`src/hw/rtl/admm_pkg.sv`:
```
// Package for the two-node ADMM dimming solver: opcodes, operand selects,
// micro-instruction format, the micro-program ROM and controller states.
// No dependencies; every other file of the block but admm_if imports it.
package admm_pkg;

  localparam int unsigned WORD_W = 32;
  localparam int unsigned CFG_W = 31;
  localparam int unsigned CFG_IDX_W = 3;
  localparam int unsigned PC_W = 7;
  localparam int unsigned DIV_STEPS = 48;
  localparam int unsigned DIV_CNT_W = 6;

  localparam logic signed [WORD_W-1:0] Q_ONE = 32'sd65536;
  localparam logic signed [WORD_W-1:0] TOL_Q = 32'sd66;
  localparam logic signed [WORD_W-1:0] HUNDRED_Q = 32'sd6553600;
  localparam logic signed [WORD_W-1:0] S32_MAX = 32'sh7FFF_FFFF;
  localparam logic signed [WORD_W-1:0] S32_MIN = 32'sh8000_0000;

  // Configuration register indexes.
  localparam logic [CFG_IDX_W-1:0] CFG_ENERGY_COST = 3'd0;
  localparam logic [CFG_IDX_W-1:0] CFG_LUX_TARGET = 3'd1;
  localparam logic [CFG_IDX_W-1:0] CFG_BACKGROUND_LUX = 3'd2;
  localparam logic [CFG_IDX_W-1:0] CFG_GAIN_OWN = 3'd3;
  localparam logic [CFG_IDX_W-1:0] CFG_GAIN_OTHER = 3'd4;
  localparam logic [CFG_IDX_W-1:0] CFG_PENALTY_RHO = 3'd5;

  typedef enum logic [3:0] {
    OP_ADD, OP_SUB, OP_MUL, OP_DIV, OP_AVG, OP_FEAS, OP_KEEP, OP_INIT,
    OP_CALL, OP_RET, OP_EMIT, OP_DONE
  } op_t;

  // Operand and destination selects: scratch entries first, then named sources.
  typedef enum logic [5:0] {
    T0, T1, T2, T3, T4, T5, T6, T7, T8, T9, T10, T11, T12, T13, T14, T15,
    S_C, S_L, S_O, S_K0, S_K1, S_RHO, S_AO, S_AT, S_MO, S_MT,
    S_ZERO, S_HUND, S_NTOL, S_HTOL, S_TOL, S_RHOH, S_BO, S_BT, S_PS, S_PP
  } sel_t;

  typedef struct packed {
    op_t  op;
    sel_t dst;
    sel_t a;
    sel_t b;
  } uins_t;

  typedef struct packed {
    logic  load_in;
    logic  fetch;
    logic  start;
    uins_t ins;
  } dp_cmd_t;

  typedef struct packed {
    logic done;
  } dp_stat_t;

  typedef enum logic [2:0] {
    ST_IDLE, ST_FETCH, ST_EXEC, ST_WAIT, ST_OUT
  } ctrl_state_t;

  localparam logic [PC_W-1:0] PC_PRIMAL = 7'd0;
  localparam logic [PC_W-1:0] PC_BODY = 7'd50;
  localparam logic [PC_W-1:0] PC_CONS = 7'd72;

  function automatic uins_t mk(input op_t op, input sel_t dst, input sel_t a, input sel_t b);
    uins_t u;
    u.op = op;
    u.dst = dst;
    u.a = a;
    u.b = b;
    return u;
  endfunction

  // Micro-program. The primal step computes shared terms, loads each candidate
  // pair into T8/T9 and calls the shared feasibility and cost body.
  function automatic uins_t rom(input logic [PC_W-1:0] pc);
    uins_t u;
    case (pc)
      7'd0:  u = mk(OP_MUL, T0, S_RHO, S_AO);
      7'd1:  u = mk(OP_SUB, T1, T0, S_C);
      7'd2:  u = mk(OP_SUB, T1, T1, S_MO);
      7'd3:  u = mk(OP_MUL, T2, S_RHO, S_AT);
      7'd4:  u = mk(OP_SUB, T2, T2, S_MT);
      7'd5:  u = mk(OP_DIV, T3, T1, S_RHO);
      7'd6:  u = mk(OP_DIV, T4, T2, S_RHO);
      7'd7:  u = mk(OP_MUL, T5, S_K0, S_K0);
      7'd8:  u = mk(OP_MUL, T6, S_K1, S_K1);
      7'd9:  u = mk(OP_ADD, T5, T5, T6);
      7'd10: u = mk(OP_SUB, T7, S_O, S_L);
      7'd11: u = mk(OP_INIT, T0, T0, T0);
      7'd12: u = mk(OP_ADD, T8, T3, S_ZERO);
      7'd13: u = mk(OP_ADD, T9, T4, S_ZERO);
      7'd14: u = mk(OP_CALL, T0, T0, T0);
      7'd15: u = mk(OP_ADD, T8, S_ZERO, S_ZERO);
      7'd16: u = mk(OP_ADD, T9, T4, S_ZERO);
      7'd17: u = mk(OP_CALL, T0, T0, T0);
      7'd18: u = mk(OP_ADD, T8, S_HUND, S_ZERO);
      7'd19: u = mk(OP_ADD, T9, T4, S_ZERO);
      7'd20: u = mk(OP_CALL, T0, T0, T0);
      7'd21: u = mk(OP_MUL, T10, S_K0, T1);
      7'd22: u = mk(OP_MUL, T11, S_K1, T2);
      7'd23: u = mk(OP_ADD, T10, T10, T11);
      7'd24: u = mk(OP_DIV, T10, T10, S_RHO);
      7'd25: u = mk(OP_ADD, T10, T7, T10);
      7'd26: u = mk(OP_MUL, T11, S_K0, T10);
      7'd27: u = mk(OP_DIV, T11, T11, T5);
      7'd28: u = mk(OP_SUB, T8, T3, T11);
      7'd29: u = mk(OP_MUL, T11, S_K1, T10);
      7'd30: u = mk(OP_DIV, T11, T11, T5);
      7'd31: u = mk(OP_SUB, T9, T4, T11);
      7'd32: u = mk(OP_CALL, T0, T0, T0);
      7'd33: u = mk(OP_MUL, T10, T6, T2);
      7'd34: u = mk(OP_DIV, T10, T10, S_RHO);
      7'd35: u = mk(OP_MUL, T11, S_K1, T7);
      7'd36: u = mk(OP_ADD, T12, T11, T10);
      7'd37: u = mk(OP_DIV, T12, T12, T6);
      7'd38: u = mk(OP_SUB, T9, T4, T12);
      7'd39: u = mk(OP_ADD, T8, S_ZERO, S_ZERO);
      7'd40: u = mk(OP_CALL, T0, T0, T0);
      7'd41: u = mk(OP_MUL, T12, S_HUND, S_K1);
      7'd42: u = mk(OP_MUL, T12, T12, S_K0);
      7'd43: u = mk(OP_ADD, T12, T11, T12);
      7'd44: u = mk(OP_ADD, T12, T12, T10);
      7'd45: u = mk(OP_DIV, T12, T12, T6);
      7'd46: u = mk(OP_SUB, T9, T4, T12);
      7'd47: u = mk(OP_ADD, T8, S_HUND, S_ZERO);
      7'd48: u = mk(OP_CALL, T0, T0, T0);
      7'd49: u = mk(OP_EMIT, T0, T0, T0);
      7'd50: u = mk(OP_MUL, T0, S_K0, T8);
      7'd51: u = mk(OP_MUL, T12, S_K1, T9);
      7'd52: u = mk(OP_ADD, T0, T0, T12);
      7'd53: u = mk(OP_SUB, T12, S_L, S_O);
      7'd54: u = mk(OP_SUB, T12, T12, S_TOL);
      7'd55: u = mk(OP_FEAS, T0, T0, T12);
      7'd56: u = mk(OP_FEAS, T0, T8, S_NTOL);
      7'd57: u = mk(OP_FEAS, T0, S_HTOL, T8);
      7'd58: u = mk(OP_SUB, T13, T8, S_AO);
      7'd59: u = mk(OP_SUB, T14, T9, S_AT);
      7'd60: u = mk(OP_MUL, T0, S_C, T8);
      7'd61: u = mk(OP_MUL, T12, S_MO, T13);
      7'd62: u = mk(OP_ADD, T0, T0, T12);
      7'd63: u = mk(OP_MUL, T12, S_MT, T14);
      7'd64: u = mk(OP_ADD, T0, T0, T12);
      7'd65: u = mk(OP_MUL, T12, T13, T13);
      7'd66: u = mk(OP_MUL, T15, T14, T14);
      7'd67: u = mk(OP_ADD, T12, T12, T15);
      7'd68: u = mk(OP_MUL, T12, S_RHOH, T12);
      7'd69: u = mk(OP_ADD, T0, T0, T12);
      7'd70: u = mk(OP_KEEP, T0, T8, T9);
      7'd71: u = mk(OP_RET, T0, T0, T0);
      7'd72: u = mk(OP_AVG, S_AO, S_BO, S_PS);
      7'd73: u = mk(OP_AVG, S_AT, S_BT, S_PP);
      7'd74: u = mk(OP_SUB, T0, S_BO, S_AO);
      7'd75: u = mk(OP_MUL, T0, S_RHO, T0);
      7'd76: u = mk(OP_ADD, S_MO, S_MO, T0);
      7'd77: u = mk(OP_SUB, T0, S_BT, S_AT);
      7'd78: u = mk(OP_MUL, T0, S_RHO, T0);
      7'd79: u = mk(OP_ADD, S_MT, S_MT, T0);
      default: u = mk(OP_DONE, T0, T0, T0);
    endcase
    return u;
  endfunction

endpackage

```
`src/hw/rtl/admm_ctrl.sv`:
```
// Controller of the ADMM dimming solver: sequences the micro-program ROM.
// Depends on admm_pkg.
module admm_ctrl
  import admm_pkg::*;
(
  input  logic     clk,
  input  logic     rst_n,
  input  logic     in_valid,
  input  logic     in_cmd,
  output logic     in_ready,
  output logic     out_valid,
  input  logic     out_ready,
  output dp_cmd_t  dp_cmd,
  input  dp_stat_t dp_stat
);

  ctrl_state_t      state_r, state_nxt;
  logic [PC_W-1:0]  pc_r, pc_nxt;
  logic [PC_W-1:0]  ret_r, ret_nxt;
  uins_t            ins;

  assign ins = rom(pc_r);

  always_comb begin
    state_nxt = state_r;
    pc_nxt = pc_r;
    ret_nxt = ret_r;
    case (state_r)
      ST_IDLE: begin
        if (in_valid) begin
          pc_nxt = in_cmd ? PC_CONS : PC_PRIMAL;
          state_nxt = ST_FETCH;
        end
      end
      ST_FETCH: state_nxt = ST_EXEC;
      ST_EXEC: begin
        case (ins.op)
          OP_CALL: begin
            ret_nxt = pc_r + 1'b1;
            pc_nxt = PC_BODY;
            state_nxt = ST_FETCH;
          end
          OP_RET: begin
            pc_nxt = ret_r;
            state_nxt = ST_FETCH;
          end
          OP_EMIT: state_nxt = ST_OUT;
          OP_DONE: state_nxt = ST_IDLE;
          default: state_nxt = ST_WAIT;
        endcase
      end
      ST_WAIT: begin
        if (dp_stat.done) begin
          pc_nxt = pc_r + 1'b1;
          state_nxt = ST_FETCH;
        end
      end
      ST_OUT: begin
        if (out_ready) begin
          state_nxt = ST_IDLE;
        end
      end
      default: state_nxt = ST_IDLE;
    endcase
  end

  always_comb begin
    in_ready = 1'b0;
    out_valid = 1'b0;
    dp_cmd.load_in = 1'b0;
    dp_cmd.fetch = 1'b0;
    dp_cmd.start = 1'b0;
    dp_cmd.ins = ins;
    case (state_r)
      ST_IDLE: begin
        in_ready = 1'b1;
        dp_cmd.load_in = in_valid;
      end
      ST_FETCH: dp_cmd.fetch = 1'b1;
      ST_EXEC: begin
        case (ins.op)
          OP_CALL, OP_RET, OP_EMIT, OP_DONE: dp_cmd.start = 1'b0;
          default: dp_cmd.start = 1'b1;
        endcase
      end
      ST_OUT: out_valid = 1'b1;
      default: in_ready = 1'b0;
    endcase
  end

  always_ff @(posedge clk) begin
    if (!rst_n) begin
      state_r <= ST_IDLE;
      pc_r <= PC_PRIMAL;
      ret_r <= PC_PRIMAL;
    end else begin
      state_r <= state_nxt;
      pc_r <= pc_nxt;
      ret_r <= ret_nxt;
    end
  end

endmodule

```
`config.mk`:
```
export PLATFORM = sky130hd
export DESIGN_NAME = admm_ctrl
export DESIGN_NICKNAME = d
export VERILOG_FILES = /design/src/hw/rtl/admm_pkg.sv /design/src/hw/rtl/admm_ctrl.sv
export SDC_FILE = /design/constraint.sdc
export NUM_CORES = 1
export LEC_CHECK = 0
export BUFFER_PORTS_ARGS = -buffer_cell sky130_fd_sc_hd__buf_2
export CAP_MARGIN = 5
export CORE_MARGIN = 1
export CORE_UTILIZATION = 53
export DETAILED_ROUTE_END_ITERATION = 16
export GPL_TIMING_DRIVEN = 0
export MAX_ROUTING_LAYER = met4
export PLACE_DENSITY = 0.79
export SETUP_SLACK_MARGIN = 0.02
export SYNTH_ARGS = -nofsm -noshare
export SYNTH_HDL_FRONTEND = slang
export SYNTH_SLANG_ARGS = --single-unit
export TNS_END_PERCENT = 20
```
`constraint.sdc`:
```
create_clock -name clk -period 4.49 [get_ports clk]
set_clock_uncertainty 0.15 [all_clocks]
set_input_delay 0.449 -clock clk [delete_from_list [all_inputs] [get_ports clk]]
set_output_delay 0.449 -clock clk [all_outputs]
set_load 0.005 [all_outputs]
```
# Yosys cells after proc, flatten, opt, wreduce, memory -nomap -nowiden
# Memories as Yosys holds them, arrays and structs flattened. A register that Yosys moved wholly into a read port is not among the register bits.
# Cells that the tools add are included.
# word_totals
elab_cells	42
ff_bits	17
input_bits	6
rom_bits	2688
mem_count	1
out_inout_bits	27
# op_classes
eq_ne	12
n_mux	18
reduce_logical	7
n_addsub	1
# mem_list
memory	words	width	rd	rd_ports_with_merged_regs	write_ports	line	source
(name not given)	128	21	1	1	0	admm_pkg.sv:78	case (pc)
# op_table
cell	n
$mux W7	5
$pmux W7 S3	1
$eq A4 B4 Y1 const B	4
$pmux W3 S5	1
$pmux W7 S2	1
$mux W3	3
$pmux W3 S3	1
$add A7 B1 Y7 const B	1
$eq A3 B2 Y1 const B	2
$mux W1	6
$ne A2 B2 Y1 const B	3
$reduce_and A4 Y1	1
$reduce_or A4 Y1	1
$eq A3 B1 Y1 const B	1
$eq A3 B3 Y1 const B	1
$logic_not A3 Y1	1
$ne A3 B3 Y1 const B	1
$reduce_and A3 Y1	1
$reduce_bool A3 Y1	1
$reduce_and A2 Y1	1
$reduce_or A2 Y1	1

# Logic depth before layout (Yosys ltp)
# Gate-level depths: netlist (run 1).
# logic_depth
depth_word	5
mapped_depth	15
ltp_nobuf	11

# Least setup slack after synthesis (run 1)
# Ideal clock, no wire load.
# synth_timing
path_type	input-to-reg
start	input in_valid
end	register ins[15] (netlist name)
t_required_ns	4.220
slack_ns	1.165
cell_stages	13
setup_time_ns	0.120
n_path_buf	2
arrival_ns	3.055
cell_sequence	or3b_2 -> a21oi_2 -> nor2_1 -> a22oi_1 -> buf_2 -> inv_1 -> ha_1 -> clkbuf_1 -> nand2_1 -> a21oi_1 -> o31ai_1 -> nor2_1 -> a211o_1
# synth_via
elab_chain_cells	4
# synth_lines
item	line	source
start: declaration	admm_ctrl.sv:8	input logic in_valid,
$ne A2 B2 Y1 (no source line)	-	
$reduce_and A4 Y1 (no source line)	-	
$mux W7 (no source line) (2 in a row)	-	
# Every way passes these cells.
# A chain may end at the register's enable or synchronous reset.

# Worst setup path after layout (run 1)
# layout_timing
start	register state_r[0]
end	register ins[10] (netlist name)
# layout_via
elab_chain_cells	5
word_cells_on_any_way	11
classes_between	5 x eq/ne; 3 x mux; 3 x reduce/logical
# layout_lines
item	line	source
start: declaration	admm_ctrl.sv:17	ctrl_state_t state_r, state_nxt;
start signal: assignment	admm_ctrl.sv:97	state_r <= state_nxt;
$eq A3 B2 Y1 / $logic_not A3 Y1 (equally long branches)	admm_ctrl.sv:28	case (state_r)
$ne A3 B3 Y1 (no source line) (tied with other cells)	-	
$reduce_and A4 Y1 (no source line)	-	
$mux W7 (no source line) (*) (2 in a row)	-	
# Every way passes the cells marked *; elsewhere a longest branch is shown, timed or not.

==> impl_results.md, run 1 <==
- Status: complete, no violations
- Nets: 531
- GP Congestion: about 1.1
- Syn Std Cell Area: 3520 µm²
- Number of flops mapped to enable cells by yosys: 0
- Yosys warnings: 0
- Vias in the first global route: roughly 4,200
- Crit end category: flop
- Largest net degree at the start of global routing: 14
- H-tree levels: 2
- DRC Markers: 0
- Met1 GRT Util: 0.504
- CTS sink cnt: 38
- Synthesis-to-finish area growth: 11.1%
- Dominant synthesized flop cell: dfxtp_1
- Placed cell area: 3770 µm²
- First-pass DRT Iterations: 9
- Worst EP required: between 4000 and 5000 ps
- CP max FO: 11
- Number of DRC markers in iteration 0: roughly 700
- Proportion of layout cells with a drive suffix above 1: 0.185
- Area leader, netlist: dfxtp_1
- CTS tree: built
- PwrDens: 276 nW/µm²
- Initial Util: 0.552
- Commonest non-fill, non-tap cell in the layout: nand2_1
- Net Count, Synth: 493
- Synth top area share: 0.216
- Post-synthesis cell count: approximately 480
- Min-delay worst type: input pin to flop
- Final Max Slew Viols: 0
- Tmin final: approximately 4400 ps
- Die Footprint: roughly 7000 µm²
- First-pass GRT wire length: 23.1 mm
- Clock-pin slew on the worst setup and hold paths: about 80 ps
- WL final: 14.9 mm
- Total gr overflow: 0
- Ant. Diodes: 0
- WL per Instance: 25.0 µm
- Slew headroom: 0.219
- Synth area leaders: dfxtp_1 22%, nand2_1 6.2%, nor2_1 5.5%, a21oi_1 4.7%, nand3_1 3.3%
- Crit path kind: flop to flop
- GR Layer Usage met2: 0.678
- FF/Latch Area: 761 µm²
- CP arrival: 4430 ps
- Non-filler cells, final: 597
- Max IR drop VDD: roughly 0.00024 V
- Final hold violation count: 0
- Port Buffers: 31
- Total chip power: approximately 1.1 mW
- Num CTS Buffers: 5
- Synth cell types: 86
- Layer carrying the most global-route usage: met2
- Tot GR Track Use: 0.440
- Maxcap violations: 0
- Final worst-path cycle share: 0.971
- Final setup viols: 0
- Initial antenna violation count: 0
- Vias per std cell: 7.46
- Final ANT Viol Nets: 0
- Root buf cell: clkbuf_8
- Peak Freq: 229 MHz
- Core Rows: 29
- Later-pin clock latency in the skew report: just over 300 ps
- Core Region: roughly 6400 µm²
- Design area: 3910 µm²
- Unrepaired setup endpoints after global routing: true
- Sequential area share after synthesis: 0.216
- Leak: 1.50 nW
- Clk buf depth: 2
- Worst Tran Pin Value: 1170 ps
- Post-synthesis async set-or-reset flop share: 0
- Multi-input gate area: about 2500 µm²
- Setup TNS: 0 ps
- I/O pin cnt: 33
- Synth Register Bits: 38
- Via count: 4,454
- HPWL Detailed: 10.5 mm
- GRT met3 Usage: 0.114
- Most frequent cells in the layout: 58 x nand2_1, 52 x nor2_1, 45 x buf_2
- Die Span Y: between 80 and 90 µm
- Worst Setup Start Kind: flop
- Setup Buffers After CTS: 0
- Syn Area/Cell: 7.33 µm²
- Fillers: 572
- Placed cells: 589
- Die W: 83.5 µm
==> cell usage after synthesis (5+ instances only) <==
| cell type | n |
|---|---|
| a211oi_1 | 12 |
| a21oi_1 | 33 |
| a221o_1 | 5 |
| a31oi_1 | 9 |
| and2_1 | 5 |
| and3_1 | 5 |
| buf_2 | 14 |
| buf_4 | 7 |
| buf_6 | 5 |
| clkbuf_1 | 17 |
| dfxtp_1 | 38 |
| ha_1 | 6 |
| inv_1 | 7 |
| nand2_1 | 58 |
| nand2b_1 | 5 |
| nand3_1 | 23 |
| nor2_1 | 52 |
| nor3_1 | 17 |
| o211ai_1 | 13 |
| o21ai_0 | 23 |
| o21ai_1 | 5 |
| o221ai_1 | 6 |
| o22ai_1 | 5 |
==> layer usage <==
layer	vias to the layer above	share of wire
li1	1885	-
met1	2013	0.35
met2	426	0.43
met3	130	0.14
met4	0	0.082
met5	-	0
==> report_power, final <==
part           internal [mW]  switching (mW)  leakage, nW  total [mW]
Sequential             0.365          0.0129        0.309       0.378
Clock                  0.223           0.144       0.0683       0.366
Combinational          0.114           0.221         1.12       0.335
Total                  0.702           0.378         1.50        1.08
==> worst paths after layout <==
kind / start / to / slack (ps) / cells past startpoint
worst max-delay path: state_r[0] / ins[10] / 130 / 14
worst min-delay path: out_ready / state_r[2] / 320 / 3
worst max register to register: state_r[0] / ins[10] / 130 / 14
worst min register to register: ret_r[3] / ret_r[3] / 360 / 2
==> kinds of logic after synthesis <==
group | count (synthesis) | synth area share
simple gates | 193 | 0.270
flops | 38 | 0.216
fa+ha+maj | 6 | 0.0213
compound gates | 177 | 0.380
xor+xnor | 5 | 0.0124
buf+inv | 56 | 0.0856
other cells | 1 | 0.00106
mux | 5 | 0.0146
==> flip-flops by register name (all words and copies together), names as in the netlist <==
signal,flops
ret_r,7
pc_r,7
ins,21
state_r,3
==> per-stage QoR <==
step | util | worst slack, ps | hold WS, ps
CTS | 0.613 | 282 | 323
floorplan | - | 1170 | 301
detailed placement | 0.591 | 293 | 347
global placement | 0.591 | 194 | 316
finish | 0.613 | 132 | 321
global route | 0.613 | -25.2 | 337
==> timing repair <==
action | in CTS | in global routing
gates resized for setup | 0 | 2
hold buffers | 0 | 0
endpoints found under the setup margin | 0 | 4
==> critical path: stages (launching register included) <==
cell	delay (ps)
dfxtp_1	340
buf_6	150
nor4b_4	560
nand2_1	310
a21oi_1	330
a22oi_1	140
buf_2	260
inv_1	270
ha_1	220
clkbuf_1	490
nand2_1	320
a21boi_0	240
a21oi_1	190
a21oi_1	80
o221ai_1	210
==> layout make-up <==
type | instances | share of cell area
buffer | 43 | 0.0623
clock buffer | 5 | 0.0176
clock inverter | 3 | 0.0176
inverter | 13 | 0.0150
multi-input combinational | 387 | 0.629
sequential | 38 | 0.194
tap | 77 | 0.0246
timing repair buffer | 31 | 0.0396
Power figures use the tool's default switching activity.
==> run 2, diff against run 1 <==
--- a/config.mk
+++ b/config.mk
@@ -8,11 +8,11 @@
 export BUFFER_PORTS_ARGS = -buffer_cell sky130_fd_sc_hd__buf_2
 export CAP_MARGIN = 5
 export CORE_MARGIN = 1
-export CORE_UTILIZATION = 53
+export CORE_UTILIZATION = 35
 export DETAILED_ROUTE_END_ITERATION = 16
 export GPL_TIMING_DRIVEN = 0
 export MAX_ROUTING_LAYER = met4
-export PLACE_DENSITY = 0.79
+export PLACE_DENSITY = 0.59
 export SETUP_SLACK_MARGIN = 0.02
 export SYNTH_ARGS = -nofsm -noshare
 export SYNTH_HDL_FRONTEND = slang
==> impl_results.md, run 2 (synthesis gave the netlist of run 1 again) <==
- Status: complete, no violations
- Commonest non-fill, non-tap cell in the layout: nand2_1
- Gate family responsible for the most delay along the worst path: compound AO/OA/AOI/OAI gates
- Total chip power: 1.10 mW
- GP Congestion: 1.04
- Setup Buffers After CTS: 0
- Num CTS Buffers: 5
- DRC Markers: 0
- Max reg flops: 21
- Total gr overflow: 0
- Vias in the first global route: 3,960
- Min-delay worst type: input pin to flop
- Final ANT Viol Nets: 0
- Die Span Y: 102 µm
- Initial antenna violation count: 0
- R2r startpoint: ins[20]
- Unrepaired setup endpoints after global routing: false
- Core Region: 9770 µm²
- HPWL Detailed: 12.2 mm
- Clk buf depth: 2
- Core Rows: 36
- Final Max Slew Viols: 0
- Most frequent cells in the layout: 58 x nand2_1, 52 x nor2_1, 45 x buf_2
- WL per Instance: 26.0 µm
- Largest net degree at the start of global routing: 14
- Root buf cell: clkbuf_8
- CP arrival: 4310 ps
- Die W: a little over 100 µm
- Final worst-path cycle share: 0.959
- CP max FO: 12
- WHS: 325 ps
- Leak: 1.50 nW
- Worst Tran Pin Value: about 1100 ps
- Ant. Diodes: 0
- Non-filler cells, final: 653
- Crit-path cells: or4b_1 > buf_4 > a211oi_4 > a22oi_2 > clkbuf_2 > ha_1 > nor2_1 > o311ai_1 > o31ai_1 > o31ai_1
- Worst Setup Start Kind: flop
- First-pass GRT wire length: 25.0 mm
- Max stage delay cell, worst path: o311ai_1
- R2r setup slk: 190 ps
- Worst Hold Path EP: state_r[2]
- Worst setup margin: ~190 ps
- CP max stage delay: 580 ps
- PwrDens: between 200 and 300 nW/µm²
- Multi-input gate area: about 2500 µm²
- Pre-CTS setup slack: 110 ps
- Port Buffers: 31
- H-tree levels: 2
- Nets: 531
- Synthesis-to-finish area growth: 13.4%
- CTS sink cnt: 38
- Most frequent CP cell: o31ai_1
- Vias per std cell: roughly 6.6
- R2R depth: 10
- WL final: between 15 and 20 mm
- Tmin final: 4300 ps
- Peak Freq: between 200 and 250 MHz
- First-pass DRT Iterations: 5
- FF-to-FF End: ins[7]
- Tot GR Track Use: 0.342
- CP Buf/Inv Count: 2
- Proportion of layout cells with a drive suffix above 1: 0.190
- Setup TNS: 0 ps
- FF/Latch Area: 761 µm²
- CTS Hold Bufs: 0
- Worst hold start: out_ready
- Worst EP required: ~4500 ps
- CTS tree: built
- Final setup viols: 0
- Later-pin clock latency in the skew report: 310 ps
- Fillers: 1,061
- Final hold violation count: 0
- Slew headroom: 0.274
- Worst hold stages: 3
- Initial Util: 0.360
- Number of DRC markers in iteration 0: ~550
- Via count: 4,309
- Placed cells: 645
- I/O pin cnt: 33
- Die Footprint: 10,500 µm²
- Clock-pin slew on the worst setup and hold paths: 80 ps
- Max IR drop VDD: 0.000127 V
- Crit end category: flop
- Crit path kind: flop to flop
- Maxcap violations: 0
[run 2: cell counts in the layout (fill, tap and decap cells not counted)]
No cell type changed its count.
[run 2: worst max path at each step]
stage / from / endpoint / slack (ps) / cells after the start
2_1_floorplan: in_valid / ins[15] / 1170 / 13
3_3_place_gp: in_valid / ins[8] / -100 / 11
3_5_place_dp: in_valid / ins[7] / 110 / 10
4_1_cts: state_r[0] / ins[8] / 160 / 13
5_1_grt: state_r[0] / ins[7] / 80 / 11
6_report: ins[20] / ins[7] / 190 / 10
[run 2: area by class of cell]
cell class / count / share of cell area
sequential: 38 / 0.190
tap: 133 / 0.0417
clock buffer: 5 / 0.0172
clock inverter: 3 / 0.0172
buffer: 43 / 0.0617
inverter: 13 / 0.0147
timing repair buffer: 31 / 0.0388
multi-input combinational: 387 / 0.618
[run 2: per-stage QoR]
| stage | utilization | instance area [µm²] |
|---|---|---|
| 2_1_floorplan | - | 3520 |
| 5_1_grt | 0.409 | 3990 |
| 6_report | 0.409 | 3990 |
| 4_1_cts | 0.408 | 3990 |
| 3_5_place_dp | 0.394 | 3850 |
| 3_3_place_gp | 0.393 | 3840 |
[run 2: per-layer routing]
| metal | GRT usage | vias up | wire [µm] |
|---|---|---|---|
| li1 | - | 1878 | - |
| met1 | 0.403 | 2027 | 6740 |
| met2 | 0.555 | 328 | 7740 |
| met3 | 0.0705 | 76 | 1640 |
| met4 | 0.158 | 0 | 864 |
| met5 | - | - | 0 |
[run 2: power by group]
group | switching (mW) | internal (mW)
clock | 0.152 | 0.223
combinational | 0.231 | 0.114
sequential | 0.0141 | 0.365
total | 0.397 | 0.703
[run 2: repair_timing]
| action | CTS | global route |
|---|---|---|
| endpoints found under the setup margin | 0 | 10 |
| gates resized for setup | 0 | 6 |
| endpoints found under the hold margin | 0 | 0 |
[run 2: tightest hold or removal path, stage by stage]
cell     delay, ps
buf_2           70
nor2b_1         30
o21a_1         180
==> run 3, diff against run 2 <==
--- a/config.mk
+++ b/config.mk
@@ -13,7 +13,8 @@
 export GPL_TIMING_DRIVEN = 0
 export MAX_ROUTING_LAYER = met4
 export PLACE_DENSITY = 0.59
-export SETUP_SLACK_MARGIN = 0.02
+export RECOVER_POWER = 50
+export SETUP_SLACK_MARGIN = 0.3
 export SYNTH_ARGS = -nofsm -noshare
 export SYNTH_HDL_FRONTEND = slang
 export SYNTH_SLANG_ARGS = --single-unit
==> impl_results.md, run 3 (synthesis gave the netlist of run 1 again) <==
- Leak: 1.44 nW
- Crit-path cells: or4b_1 > buf_4 > a211oi_4 > a22oi_2 > clkbuf_2 > ha_2 > nor2_2 > o311ai_1 > o31ai_1 > o31ai_1
- Sw Share: 0.364
- Unrepaired setup endpoints after global routing: true
- Pre-CTS setup slack: 110 ps
- Final hold violation count: 0
- Core Region: 9770 µm²
- Part of the power in registers: 0.345
- Tot GR Track Use: 0.342
- Min-delay worst type: input pin to flop
- Initial antenna violation count: 0
- Synthesis-to-finish area growth: 13.4%
- Max stage delay cell, worst path: o311ai_1
- Int Pwr: 0.700 mW
- Worst Tran Pin Value: 1090 ps
- Via count: 4,293
- Most frequent CP cell: o31ai_1
- CTS sink cnt: 38
- I/O pin cnt: 33
- Crit end category: flop
- Nets: approximately 530
- HPWL Detailed: 12.2 mm
- Slew headroom: 0.268
- Core Rows: 36
- CP max stage delay: 540 ps
- CP arrival: 4170 ps
- Part of the power in the clock network: 0.342
- Initial Util: 0.360
- Final Max Slew Viols: 0
- Worst Setup Start Kind: flop
- Commonest non-fill, non-tap cell in the layout: nand2_1
- Status: complete, no violations
- Worst setup margin: 327 ps
- Die W: 102 µm
- Peak Freq: between 200 and 250 MHz
- CP max FO: 12
- WL final: 17.1 mm
- Max IR drop VDD: between 0.0001 and 0.00015 V
- Proportion of layout cells with a drive suffix above 1: 0.157
- PwrDens: 275 nW/µm²
- Clock-pin slew on the worst setup and hold paths: around 80 ps
- Crit path kind: flop to flop
- Die Footprint: 10,500 µm²
- Worst EP required: 4500 ps
- Final ANT Viol Nets: 0
- Root buf cell: clkbuf_8
- CTS tree: built
- Most frequent cells in the layout: 58 x nand2_1, 51 x nor2_1, 38 x dfxtp_1
- Vias per std cell: around 6.6
- CTS Hold Bufs: 0
- Max reg flops: 21
- Total gr overflow: 0
- Clk buf depth: 2
- Ant. Diodes: 0
- Combinational share of power: 0.313
- Maxcap violations: 0
- Later-pin clock latency in the skew report: 310 ps
- DRC Markers: 0
- P_sw: 0.400 mW
- GP Congestion: slightly above 1
- Port Buffers: 31
- WHS: 326 ps
- Die Span Y: 102 µm
- Vias in the first global route: approximately 4,000
- Final setup viols: 0
- Tmin final: 4160 ps
- First-pass GRT wire length: 25.1 mm
- Num CTS Buffers: 5
- Number of DRC markers in iteration 0: about 550
- First-pass DRT Iterations: 5
- Final worst-path cycle share: 0.927
- Largest net degree at the start of global routing: 14
- WL per Instance: 26.1 µm
- H-tree levels: 2
[run 3: worst paths after layout]
check / from / to / slack, ps / cells after the start
max: ins[20] / ins[7] / 330 / 10
min: out_ready / state_r[2] / 330 / 3
max reg2reg: ins[20] / ins[7] / 330 / 10
min reg2reg: ret_r[4] / ret_r[4] / 360 / 2
[run 3: area by class of cell]
cell class	count	area, µm²
buffer	43	245
clock buffer	5	68.8
clock inverter	3	68.8
fill	1072	5780
inverter	13	58.8
multi-input combinational	387	2480
sequential	38	761
tap	133	166
timing repair buffer	33	145
[run 3: critical path, delay by kind of cell (launching register included)]
family,cells,cell delay (ps)
DFF,1,370
and+or+nand+nor,2,650
buffers and inverters,2,540
adders and majority gates,1,520
AOI/OAI and AO/OA,5,1790
[run 3: metal layers]
layer | global-route usage | part of all wire | routed length [µm]
met2 | 0.547 | 0.45 | 7750
met5 | - | 0 | 0
met4 | 0.177 | 0.051 | 872
met1 | 0.400 | 0.40 | 6830
met3 | 0.0773 | 0.098 | 1680
[run 3: repair_timing]
item | 4_1_cts | 5_1_grt
endpoints found under the setup margin | 4 | 12
buffers inserted | 0 | 2
pin swaps | 0 | 1
resized for setup | 3 | 4
hold endpoints to repair | 0 | 0
[run 3: power by group through the flow]
| stage | clock (mW) | sequential [mW] | combinational, mW |
|---|---|---|---|
| 6_report | 0.376 | 0.380 | 0.344 |
| 5_1_grt | 0.396 | 0.383 | 0.365 |
| 4_1_cts | 0.383 | 0.380 | 0.332 |
| 3_5_place_dp | 0 | 0.387 | 0.331 |
| 3_3_place_gp | 0 | 0.385 | 0.339 |
| 2_1_floorplan | 0 | 0.387 | 0.209 |
[run 3: through the flow]
stage,setup TNS [ps],instances,util,power (mW),area [µm²]
6_report,0,655,0.409,1.10,4000
5_1_grt,0,655,0.409,1.14,4000
4_1_cts,0,653,0.409,1.09,3990
3_5_place_dp,0,645,0.394,0.718,3850
3_3_place_gp,-104,645,0.393,0.725,3840
2_1_floorplan,0,481,-,0.596,3520
